### src/hdl/thb_pkg.sv
// Shared types and constants of the tile hierarchy builder.
// No dependencies.
`default_nettype none
package thb_pkg;

  localparam int unsigned DIM_W        = 15;
  localparam int unsigned TILE_W       = 11;
  localparam int unsigned PX_W         = 25;
  localparam int unsigned BORDER_W     = 14;
  localparam int unsigned LOG_W        = 4;
  localparam int unsigned EXP_W        = 9;
  localparam int unsigned RESULT_LIMIT = 29;
  localparam logic [LOG_W-1:0] BRANCH_LOG2_MIN = 4'd1;
  localparam logic [LOG_W-1:0] BRANCH_LOG2_MAX = 4'd10;

  typedef struct packed {
    logic [DIM_W-1:0] window_width;
    logic [DIM_W-1:0] window_height;
    logic [LOG_W-1:0] branching_log2;
  } thb_req_t;

  typedef struct packed {
    logic [DIM_W-1:0]    level_width;
    logic [DIM_W-1:0]    level_height;
    logic [DIM_W-1:0]    tiles_across;
    logic [DIM_W-1:0]    tiles_down;
    logic [TILE_W-1:0]   tile_width;
    logic [TILE_W-1:0]   tile_height;
    logic [PX_W-1:0]     tile_pixels_x;
    logic [PX_W-1:0]     tile_pixels_y;
    logic [BORDER_W-1:0] border_pixels_x;
    logic [BORDER_W-1:0] border_pixels_y;
    logic                is_last;
  } thb_lvl_t;

  typedef struct packed {
    logic [DIM_W-1:0] lw;
    logic [DIM_W-1:0] lh;
    logic [DIM_W-1:0] tx;
    logic [DIM_W-1:0] ty;
  } thb_size_t;

  typedef struct packed {
    logic [LOG_W-1:0]    ltw;
    logic [LOG_W-1:0]    lth;
    logic [EXP_W-1:0]    ex;
    logic [EXP_W-1:0]    ey;
    logic [BORDER_W-1:0] bx;
    logic [BORDER_W-1:0] by;
  } thb_tile_t;

  typedef struct packed {
    logic load;
    logic step_x;
    logic step_y;
    logic record;
    logic emit_ld;
  } thb_cmd_t;

  typedef struct packed {
    logic more;
    logic need_x;
    logic need_y;
    logic last_idx;
    logic out_free;
  } thb_stat_t;

  typedef enum logic [2:0] {
    S_IDLE,
    S_REBAL_X,
    S_REBAL_Y,
    S_RECORD,
    S_EMIT_RD,
    S_EMIT_LD
  } thb_state_t;

endpackage
`default_nettype wire

### src/hdl/thb_ram.sv
// Generic single-write, single-read RAM with registered read data.
// No dependencies.
`default_nettype none
module thb_ram #(
  parameter int unsigned WIDTH = 8,
  parameter int unsigned DEPTH = 32
) (
  input  wire logic                     clk,
  input  wire logic                     we,
  input  wire logic [$clog2(DEPTH)-1:0] waddr,
  input  wire logic [WIDTH-1:0]         wdata,
  input  wire logic [$clog2(DEPTH)-1:0] raddr,
  output logic      [WIDTH-1:0]         rdata
);

  logic [WIDTH-1:0] mem [DEPTH];

  always_ff @(posedge clk) begin
    if (we) begin
      mem[waddr] <= wdata;
    end
    rdata <= mem[raddr];
  end

endmodule
`default_nettype wire

### src/hdl/thb_ctrl.sv
// Sequencer of the tile hierarchy builder: rebalance, record, emit.
// Depends on thb_pkg.
`default_nettype none
module thb_ctrl
  import thb_pkg::*;
(
  input  wire logic      clk,
  input  wire logic      rst,
  input  wire logic      req_valid,
  output logic           req_ready,
  input  wire thb_stat_t stat,
  output thb_cmd_t       cmd
);

  thb_state_t state, state_next;

  always_ff @(posedge clk) begin
    if (rst) begin
      state <= S_IDLE;
    end else begin
      state <= state_next;
    end
  end

  always_comb begin
    state_next = state;
    cmd        = '0;
    req_ready  = 1'b0;
    case (state)
      S_IDLE: begin
        req_ready = 1'b1;
        if (req_valid) begin
          cmd.load   = 1'b1;
          state_next = S_REBAL_X;
        end
      end
      S_REBAL_X: begin
        if (stat.need_x) begin
          cmd.step_x = 1'b1;
        end else begin
          state_next = S_REBAL_Y;
        end
      end
      S_REBAL_Y: begin
        if (stat.need_y) begin
          cmd.step_y = 1'b1;
        end else begin
          state_next = S_RECORD;
        end
      end
      S_RECORD: begin
        cmd.record = 1'b1;
        state_next = stat.more ? S_REBAL_X : S_EMIT_RD;
      end
      S_EMIT_RD: begin
        state_next = S_EMIT_LD;
      end
      S_EMIT_LD: begin
        if (stat.out_free) begin
          cmd.emit_ld = 1'b1;
          state_next  = stat.last_idx ? S_IDLE : S_EMIT_RD;
        end
      end
      default: begin
        state_next = S_IDLE;
      end
    endcase
  end

endmodule
`default_nettype wire

### src/hdl/thb_datapath.sv
// Datapath of the tile hierarchy builder: level registers, level stores
// and output word register. Depends on thb_pkg and thb_ram.
`default_nettype none
module thb_datapath
  import thb_pkg::*;
#(
  parameter int unsigned MAX_LEVELS  = 32,
  parameter int unsigned WINDOW_BITS = 14
) (
  input  wire logic     clk,
  input  wire logic     rst,
  input  wire thb_req_t req,
  input  wire thb_cmd_t cmd,
  output thb_stat_t     stat,
  output logic          lvl_valid,
  input  wire logic     lvl_ready,
  output thb_lvl_t      lvl
);

  localparam int unsigned CAP     = (MAX_LEVELS < RESULT_LIMIT) ? MAX_LEVELS : RESULT_LIMIT;
  localparam int unsigned NW      = $clog2(CAP + 1);
  localparam int unsigned AW      = $clog2(MAX_LEVELS);
  localparam int unsigned WIN_TOP = 1 << WINDOW_BITS;

  logic [DIM_W-1:0] win_w, win_h, lw, lh;
  logic [LOG_W-1:0] ltw, lth;
  logic [EXP_W-1:0] ex, ey;
  logic [NW-1:0]    n, e;

  logic [DIM_W-1:0]  cw, ch;
  logic [LOG_W-1:0]  k, k_half;
  logic [TILE_W-1:0] tw, th;
  logic [DIM_W:0]    tx_sum, ty_sum;
  logic [EXP_W-1:0]  ex_new, ey_new;
  logic [DIM_W-1:0]  bx_full, by_full;
  thb_size_t         size_wr, size_rd;
  thb_tile_t         tile_wr, tile_rd;

  function automatic logic [DIM_W-1:0] clamp_win(input logic [DIM_W-1:0] v);
    logic [DIM_W-1:0] r;
    if (v == '0) begin
      r = DIM_W'(1);
    end else if (32'(v) > WIN_TOP) begin
      r = DIM_W'(WIN_TOP);
    end else begin
      r = v;
    end
    return r;
  endfunction

  always_comb begin
    cw = clamp_win(req.window_width);
    ch = clamp_win(req.window_height);
    if (req.branching_log2 < BRANCH_LOG2_MIN) begin
      k = BRANCH_LOG2_MIN;
    end else if (req.branching_log2 > BRANCH_LOG2_MAX) begin
      k = BRANCH_LOG2_MAX;
    end else begin
      k = req.branching_log2;
    end
    k_half = k >> 1;
  end

  assign tw = TILE_W'(1) << ltw;
  assign th = TILE_W'(1) << lth;

  assign stat.more   = (lw != DIM_W'(1) || lh != DIM_W'(1)) &&
                       (({1'b0, n} + 1'b1) < (NW + 1)'(CAP));
  assign stat.need_x = stat.more && (lh != DIM_W'(1)) &&
                       ({5'b0, tw} >= {lw, 1'b0});
  assign stat.need_y = stat.more && (lw != DIM_W'(1)) &&
                       ({5'b0, th} >= {lh, 1'b0});
  assign stat.last_idx = (e == '0);
  assign stat.out_free = !lvl_valid || lvl_ready;

  assign tx_sum = ({1'b0, lw} + (DIM_W + 1)'(tw - 1'b1)) >> ltw;
  assign ty_sum = ({1'b0, lh} + (DIM_W + 1)'(th - 1'b1)) >> lth;
  assign ex_new = ex + EXP_W'(ltw);
  assign ey_new = ey + EXP_W'(lth);
  assign bx_full = (ex_new >= EXP_W'(DIM_W)) ? win_w : (win_w & ~({DIM_W{1'b1}} << ex_new));
  assign by_full = (ey_new >= EXP_W'(DIM_W)) ? win_h : (win_h & ~({DIM_W{1'b1}} << ey_new));

  always_comb begin
    size_wr.lw  = lw;
    size_wr.lh  = lh;
    size_wr.tx  = tx_sum[DIM_W-1:0];
    size_wr.ty  = ty_sum[DIM_W-1:0];
    tile_wr.ltw = ltw;
    tile_wr.lth = lth;
    tile_wr.ex  = ex_new;
    tile_wr.ey  = ey_new;
    tile_wr.bx  = bx_full[BORDER_W-1:0];
    tile_wr.by  = by_full[BORDER_W-1:0];
  end

  thb_ram #(.WIDTH($bits(thb_size_t)), .DEPTH(MAX_LEVELS)) u_size_ram (
    .clk   (clk),
    .we    (cmd.record),
    .waddr (AW'(n)),
    .wdata (size_wr),
    .raddr (AW'(e)),
    .rdata (size_rd)
  );

  thb_ram #(.WIDTH($bits(thb_tile_t)), .DEPTH(MAX_LEVELS)) u_tile_ram (
    .clk   (clk),
    .we    (cmd.record),
    .waddr (AW'(n)),
    .wdata (tile_wr),
    .raddr (AW'(e)),
    .rdata (tile_rd)
  );

  always_ff @(posedge clk) begin
    if (cmd.load) begin
      win_w <= cw;
      win_h <= ch;
      lw    <= cw;
      lh    <= ch;
      lth   <= k_half;
      ltw   <= k - k_half;
      ex    <= '0;
      ey    <= '0;
    end else if (cmd.step_x) begin
      ltw <= ltw - 1'b1;
      lth <= lth + 1'b1;
    end else if (cmd.step_y) begin
      lth <= lth - 1'b1;
      ltw <= ltw + 1'b1;
    end else if (cmd.record) begin
      ex <= ex_new;
      ey <= ey_new;
      if (stat.more) begin
        lw  <= tx_sum[DIM_W-1:0];
        lh  <= ty_sum[DIM_W-1:0];
        ltw <= lth;
        lth <= ltw;
      end
    end
  end

  always_ff @(posedge clk) begin
    if (rst) begin
      n <= '0;
      e <= '0;
    end else if (cmd.load) begin
      n <= '0;
    end else if (cmd.record) begin
      if (stat.more) begin
        n <= n + 1'b1;
      end else begin
        e <= n;
      end
    end else if (cmd.emit_ld && !stat.last_idx) begin
      e <= e - 1'b1;
    end
  end

  always_ff @(posedge clk) begin
    if (rst) begin
      lvl_valid <= 1'b0;
    end else if (cmd.emit_ld) begin
      lvl_valid <= 1'b1;
    end else if (lvl_ready) begin
      lvl_valid <= 1'b0;
    end
  end

  always_ff @(posedge clk) begin
    if (cmd.emit_ld) begin
      lvl.level_width     <= size_rd.lw;
      lvl.level_height    <= size_rd.lh;
      lvl.tiles_across    <= size_rd.tx;
      lvl.tiles_down      <= size_rd.ty;
      lvl.tile_width      <= TILE_W'(1) << tile_rd.ltw;
      lvl.tile_height     <= TILE_W'(1) << tile_rd.lth;
      lvl.tile_pixels_x   <= PX_W'(1) << tile_rd.ex;
      lvl.tile_pixels_y   <= PX_W'(1) << tile_rd.ey;
      lvl.border_pixels_x <= tile_rd.bx;
      lvl.border_pixels_y <= tile_rd.by;
      lvl.is_last         <= stat.last_idx;
    end
  end

endmodule
`default_nettype wire

### src/hdl/tile_hierarchy_builder.sv
// Per level: rebalance steps, then a record state. Per word: a read state
// and a load state that waits for the sink; up to 29 levels per request.
// Throughput: one request at a time, taken only once the last word is in
// the output register. Reset clears the sequencer, counters and output
// valid; the level stores are not cleared and each request writes them.
`default_nettype none
module tile_hierarchy_builder
  import thb_pkg::*;
#(
  parameter int unsigned MAX_LEVELS  = 32,
  parameter int unsigned WINDOW_BITS = 14
) (
  input  wire logic     clk,
  input  wire logic     rst,
  input  wire logic     req_valid,
  output logic          req_ready,
  input  wire thb_req_t req,
  output logic          lvl_valid,
  input  wire logic     lvl_ready,
  output thb_lvl_t      lvl
);

  thb_cmd_t  cmd;
  thb_stat_t stat;

  thb_ctrl u_ctrl (
    .clk       (clk),
    .rst       (rst),
    .req_valid (req_valid),
    .req_ready (req_ready),
    .stat      (stat),
    .cmd       (cmd)
  );

  thb_datapath #(
    .MAX_LEVELS  (MAX_LEVELS),
    .WINDOW_BITS (WINDOW_BITS)
  ) u_dp (
    .clk       (clk),
    .rst       (rst),
    .req       (req),
    .cmd       (cmd),
    .stat      (stat),
    .lvl_valid (lvl_valid),
    .lvl_ready (lvl_ready),
    .lvl       (lvl)
  );

endmodule
`default_nettype wire

### config.mk
export PLATFORM = sky130hd
export DESIGN_NAME = tile_hierarchy_builder
export DESIGN_NICKNAME = d
export VERILOG_FILES = /design/src/hdl/thb_pkg.sv /design/src/hdl/thb_ram.sv /design/src/hdl/thb_ctrl.sv /design/src/hdl/thb_datapath.sv /design/src/hdl/tile_hierarchy_builder.sv
export SDC_FILE = /design/constraint.sdc
export NUM_CORES = 2
export LEC_CHECK = 0
export BUFFER_PORTS_ARGS = -buffer_cell sky130_fd_sc_hd__buf_2
export CORE_MARGIN = 4
export CORE_UTILIZATION = 60
export DETAILED_ROUTE_END_ITERATION = 6
export PLACE_DENSITY = 0.83
export SLEW_MARGIN = 40
export SYNTH_ARGS = -nofsm -noshare
export SYNTH_HDL_FRONTEND = slang
export SYNTH_HIERARCHICAL = 1
export SYNTH_SLANG_ARGS = --single-unit
export TNS_END_PERCENT = 100
### constraint.sdc
create_clock -name clk -period 15.9 [get_ports clk]
set_clock_uncertainty 0.05 [all_clocks]
set_input_delay 0.795 -clock clk [delete_from_list [all_inputs] [get_ports clk]]
set_output_delay 0.795 -clock clk [all_outputs]
set_load 0.01 [all_outputs]
Word-level counts from Yosys, hierarchy flattened
Memories as Yosys holds them, arrays and structs flattened. A register that Yosys moved wholly into a read port is not among the register bits.
Cells that the tools add are included.
W data, S select, Z words.
{ "word_totals": {"reg_bits": 259, "ramBits": 3648, "out_inout_bits": 163, "elab_cells": 162, "n_memories": 2} }
{ "memory_table": {"columns": ["name", "words", "word_bits", "read_ports", "rd_ports_with_merged_regs", "write_ports", "line", "text"], "rows": [
  ["u_dp.u_size_ram.mem", 32, 60, 1, 1, 1, "thb_ram.sv:16", "logic [WIDTH-1:0] mem [DEPTH];"],
  ["u_dp.u_tile_ram.mem", 32, 54, 1, 1, 1, "thb_ram.sv:16", null]
]} }
{ "classes": {"n_addsub": 14, "magnitude_cmp": 9, "eq_ne": 14, "shift": 10, "n_mux": 52, "n_bitwise": 7, "reduce_logical": 30} }
{ "ops": {"columns": ["op", "n"], "rows": [
  ["$mux W15", 14],
  ["$shl A1 B9 Y25 const A", 2],
  ["$mux W4", 11],
  ["$shl A1 B4 Y11 const A", 4],
  ["$add A15 B16 Y16", 2],
  ["$ge A11 B16 Y1", 2],
  ["$shr A16 B4 Y15", 2],
  ["$gt A15 B15 Y1 const B", 2],
  ["$logic_not A15 Y1", 2],
  ["$ne A15 B1 Y1 const B", 2],
  ["$shl A15 B9 Y14 const A", 2],
  ["$and A14 B14 Y14", 2],
  ["$mux W14", 2],
  ["$not A14 Y14", 2],
  ["$sub A11 B1 Y12 const B", 2],
  ["$mux W3", 7],
  ["$add A9 B4 Y9", 2],
  ["$ge A9 B4 Y1 const B", 2],
  ["$pmux W3 S6", 1],
  ["$mux W5", 3],
  ["$mux W1", 14],
  ["$ne A2 B2 Y1 const B", 5],
  ["$add A4 B1 Y4 const B", 2],
  ["$reduce_and A4 Y1", 2],
  ["24 further kinds", 45]
]} }

Depth between registers and ports, before layout
{ "depth": {"depth_word": 10, "depth_mapped": 25, "mapped_depth_nobuf": 21} }

Cells and area by module
Netlist, hierarchy kept.
{ "by_module_without_submodules": {"columns": ["mod", "instances", "cells_each", "area_per_inst_um2"], "rows": [
  ["thb_ram at u_dp.u_size_ram", 1, 4195, 75872.8],
  ["thb_ram at u_dp.u_tile_ram", 1, 3778, 68265.5],
  ["thb_datapath", 1, 1467, 15137.0],
  ["thb_ctrl", 1, 28, 259.0]
]} }

Least setup slack after synthesis
No wires, ideal clock.
{ "synth_timing": {"kind": "input -> register", "startpoint": "in lvl_ready", "endpoint": "reg u_dp.e[0]", "t_arrival_ns": 13.158, "t_required_ns": 15.755, "path_slack_ns": 2.596, "cell_stages": 9, "path_cell_list": "nand2b_1 nand2_1 nor3_1 nand2_1 o22ai_1 and2_1 clkbuf_1 o21ai_0 a221oi_1"} }
{ "synth_lines": {"columns": ["element", "line", "text"], "rows": [
  ["from (decl)", "tile_hierarchy_builder.sv:19", "input wire logic lvl_ready,"],
  ["to (signal assigned)", "thb_datapath.sv:152", "e <= n;"],
  ["to (signal assigned)", "thb_datapath.sv:155", "e <= e - 1'b1;"],
  ["to (decl)", "thb_datapath.sv:28", "logic [NW-1:0] n, e;"]
]} }

Final worst setup path
{ "layout_timing": {"startpoint": "reg u_dp.ltw[1]", "endpoint": "mem u_dp/u_size_ram/mem[25][15] in the netlist's numbering (data pin)"} }
{ "layout_between": {"elab_chain_cells": 4} }
{ "layout_rtl": {"columns": ["element", "line", "text"], "rows": [
  ["from (decl)", "thb_datapath.sv:26", "logic [LOG_W-1:0] ltw, lth;"],
  ["from (signal assigned)", "thb_datapath.sv:121", "ltw <= k - k_half;"],
  ["from (signal assigned)", "thb_datapath.sv:125", "ltw <= ltw - 1'b1;"],
  ["from (signal assigned)", "thb_datapath.sv:129", "ltw <= ltw + 1'b1;"],
  ["$shl A1 B4 Y11", "thb_datapath.sv:64", "assign tw = TILE_W'(1) << ltw;"],
  ["$sub A11 B1 Y12", "thb_datapath.sv:76", "assign tx_sum = ({1'b0, lw} + (DIM_W + 1)'(tw - 1'b1)) >> ltw;"],
  ["$add A15 B16 Y16", "thb_datapath.sv:76", null],
  ["$shr A16 B4 Y15 (*)", "thb_datapath.sv:76", null],
  ["net u_dp.tx_sum[0]", "thb_datapath.sv:33", "logic [DIM_W:0] tx_sum, ty_sum;"],
  ["to (decl)", "thb_ram.sv:16", null]
]} }
The timed path passes the listed nets; every way through them passes the cells marked *.

==> run metrics <==
post-CTS resize count=0; combinational power share=0.088; via count=92360; first-pass GRT wire length=616.0 mm; Synth area leader=edfxtp_1; Pleak=55.32 nW; final setup vio count=0; FFs w/ async S/R, synth=0; fin crit share=0.4235; synth top area cells=edfxtp_1 73%, mux2i_1 12%, dfxtp_1 1.8%; Setup crit start kind=register; Hold Slack=0.2396 ns; Clock Latency Late Sink=~0.96 ns; Post-Route WL=431.6 mm; Worst setup EP type=register; layout cells sized above 1=0.1274; final hold violations=0; Num CTS Buffers=381; CTS tree=built; postcts setup bufs=0; CTS Sinks=4021; Post-synth EDFFs=3874; PwrDens=132.7 nW/um2; max incr delay on CP=roughly 0.58 ns; Seq/Total Area, Yosys=0.7476; maximum vdd ir drop=0.1155 mV; Syn Nets=9587; Syn Area/Cell=16.85 um2; most frequent cells in the layout=3874 x edfxtp_1, 1843 x mux2i_1, 461 x nand2_1; multi-input logic area=37840 um2; most common cell after layout, fill and taps aside=edfxtp_1; gpl congestion=0.9061; post-route antenna net violation count=0; Pre-antenna DRT Iters=7; failing checks=DRC; Finished Cell Area=between 150000 and 200000 um2; DRC errors left=3; crit path max fanout=64; synthesis-stage register bit count=between 4000 and 5000; RSZ-0062 raised after global routing=false; setup TNS=0 ns; initial antenna violation count=25; vias in the first global route=91880; # IOs=~200; Placed Area=165600 um2; fmax=about 150 MHz; reg2reg setup slack=9.17 ns; hold_buf cts=0; number of DRC markers in iteration 0=13430; H-tree depth=5; effective utilization at floorplan=0.6023; largest net degree at the start of global routing=136; row cnt=~190; sequential power share=0.527; Via density=6.751; Synthesis Warnings=6; Netlist Area Pre-Place=159500 um2; CTS Root Cell=clkbuf_16; DPL Wire Length=between 200 and 250 mm; gr ovfl total=0; Reg clk slew, reported paths=0.06 ns; wire per inst=31.54 um; Layout area overhead=11.80%; Nets=between 9000 and 10000; Synth Flop Type=edfxtp_1; Hold WC Path Type=primary input to register; worst-path cell chain=buf_4, inv_1, ha_1, nand2_1, ha_1, nand2_1, nor4_1, nand2_1, xnor2_1, ha_1, and3_1, and2_1, nand4_1, a211o_1, nand3_1, mux2i_1, mux4_2, a211oi_4, buf_6; Crit Path Class=register to register; Crit-path slowest cell=mux4_2; CP Data Arrival Time=approximately 7.4 ns; Slew Viols, Final=0; Worst slew margin=0.3494; Reg area=119300 um2; CTS Buffer Depth=4; status=complete, but fails checks; post-synth top area share=0.7292; Tightest Pin Transition=0.9760 ns; Port Buffer Count=200; core area=264900 um2; CP Data Required Time=around 17 ns; GRT Util Overall=0.3083; die span in y=between 500 and 600 um; P_sw=0.005528 W; post-layout minimum cycle time=between 6 and 7 ns; Die ar.=around 270000 um2; Post-Synthesis Cells=9468; Clk pwr share=0.385; Max-Cap Viols=0; die width=523.6 um; count of different cell masters after synthesis=97; number of fill cells=16120; Pint=between 0.015 and 0.02 W; switching share of power=0.2335
power by group through the flow:
| stage | clock network [W] | registers, W | logic (W) |
|---|---|---|---|
| floorplan | 0 | 0.0128 | 0.00113 |
| global placement | 0 | 0.0127 | 0.00187 |
| detailed placement | 0 | 0.0127 | 0.00202 |
| CTS | 0.00916 | 0.0125 | 0.00203 |
| global route | 0.00964 | 0.0125 | 0.00225 |
| finish | 0.00911 | 0.0125 | 0.00208 |
sequential cells by signal (all words and copies together) (netlist names):
register	cells
u_ctrl/state	3
u_dp/e	5
u_dp/ex	9
u_dp/ey	9
u_dp/lh	15
u_dp/lth	4
u_dp/ltw	4
u_dp/lvl	161
u_dp/lvl_valid	1
u_dp/lw	15
u_dp/n	5
u_dp/u_size_ram/mem	1920
u_dp/u_size_ram/rdata	60
u_dp/u_tile_ram/mem	1728
u_dp/u_tile_ram/rdata	54
u_dp/win_h	14
u_dp/win_w	14
routing by layer:
metal	global-route usage	routed length, um	vias to the layer above
met5	0	54	-
met4	0.1661	26600	8
met3	0.06355	52770	1460
met2	0.4946	204400	6996
met1	0.3997	147800	45890
li1	-	-	38010
cells in the mapped netlist (14+ instances only):
cell / n
nand2_1: 464
nor4_1: 20
a21boi_0: 16
a22o_1: 236
o21ai_0: 65
a22oi_1: 350
buf_1: 33
and3_1: 17
o21a_1: 21
and2_1: 18
a21o_1: 26
xor2_1: 26
buf_8: 14
buf_4: 85
nor2_1: 230
buf_2: 95
nor2b_1: 41
a21oi_1: 433
mux2i_1: 1844
o211ai_1: 18
dfxtp_1: 147
nand2b_1: 33
buf_6: 90
clkbuf_1: 195
a31oi_1: 126
nand3_1: 374
edfxtp_1: 3874
xnor2_1: 36
or3_1: 14
nor3_1: 171
ha_1: 76
mux2_2: 23
inv_1: 49
a211oi_1: 17
nand4_1: 19
layout make-up:
cell class | instances | area share
sequential | 4021 | 0.6687
multi-input combinational | 4864 | 0.2121
clock buffer | 504 | 0.05813
tap | 3533 | 0.02478
timing repair buffer | 487 | 0.02273
clock inverter | 201 | 0.01211
inverter | 52 | 0.001094
antenna | 20 | 0.0002806
worst paths after layout:
check                       startpoint                          end  cells after the start
max reg2reg                u_dp/ltw[1]  u_dp/u_size_ram/mem[25][15]                     19
min reg2reg  u_dp/u_size_ram/rdata[39]                u_dp/lvl[140]                      0
max                        u_dp/ltw[1]  u_dp/u_size_ram/mem[25][15]                     19
min                                rst               u_dp/lvl_valid                      2
logic make-up (layout without fill, tap and decap cells):
logic type,Yosys count,in the layout,synth area share
flops,4021,4021,0.7476
mux,1871,1871,0.1178
simple gates,1462,1462,0.04288
compound gates,1385,1385,0.05906
buf+inv,583,1244,0.02241
fa+ha+maj,84,84,0.006776
xor+xnor,62,62,0.003404
other cells,0,20,0
stage by stage:
step	cells	worst slack (ns)	total power, W	utilization
2_1_floorplan	9468	2.596	0.01393	-
3_3_place_gp	12900	9.056	0.01460	0.6204
4_1_cts	13650	9.310	0.02367	0.6725
6_report	13680	9.166	0.02367	0.6734
5_1_grt	13670	8.630	0.02437	0.6733
3_5_place_dp	12950	9.327	0.01472	0.6252
critical path, delay by kind of cell (launching register included):
kind	cells	cell delay [ns]
muxes	2	0.72
AOI/OAI and AO/OA	2	0.97
and+or+nand+nor	8	1.84
adders and majority gates	3	1.19
xor gates and xnor gates	1	0.17
buffers and inverters	3	1.30
DFF	1	0.32
Power figures use the tool's default switching activity.
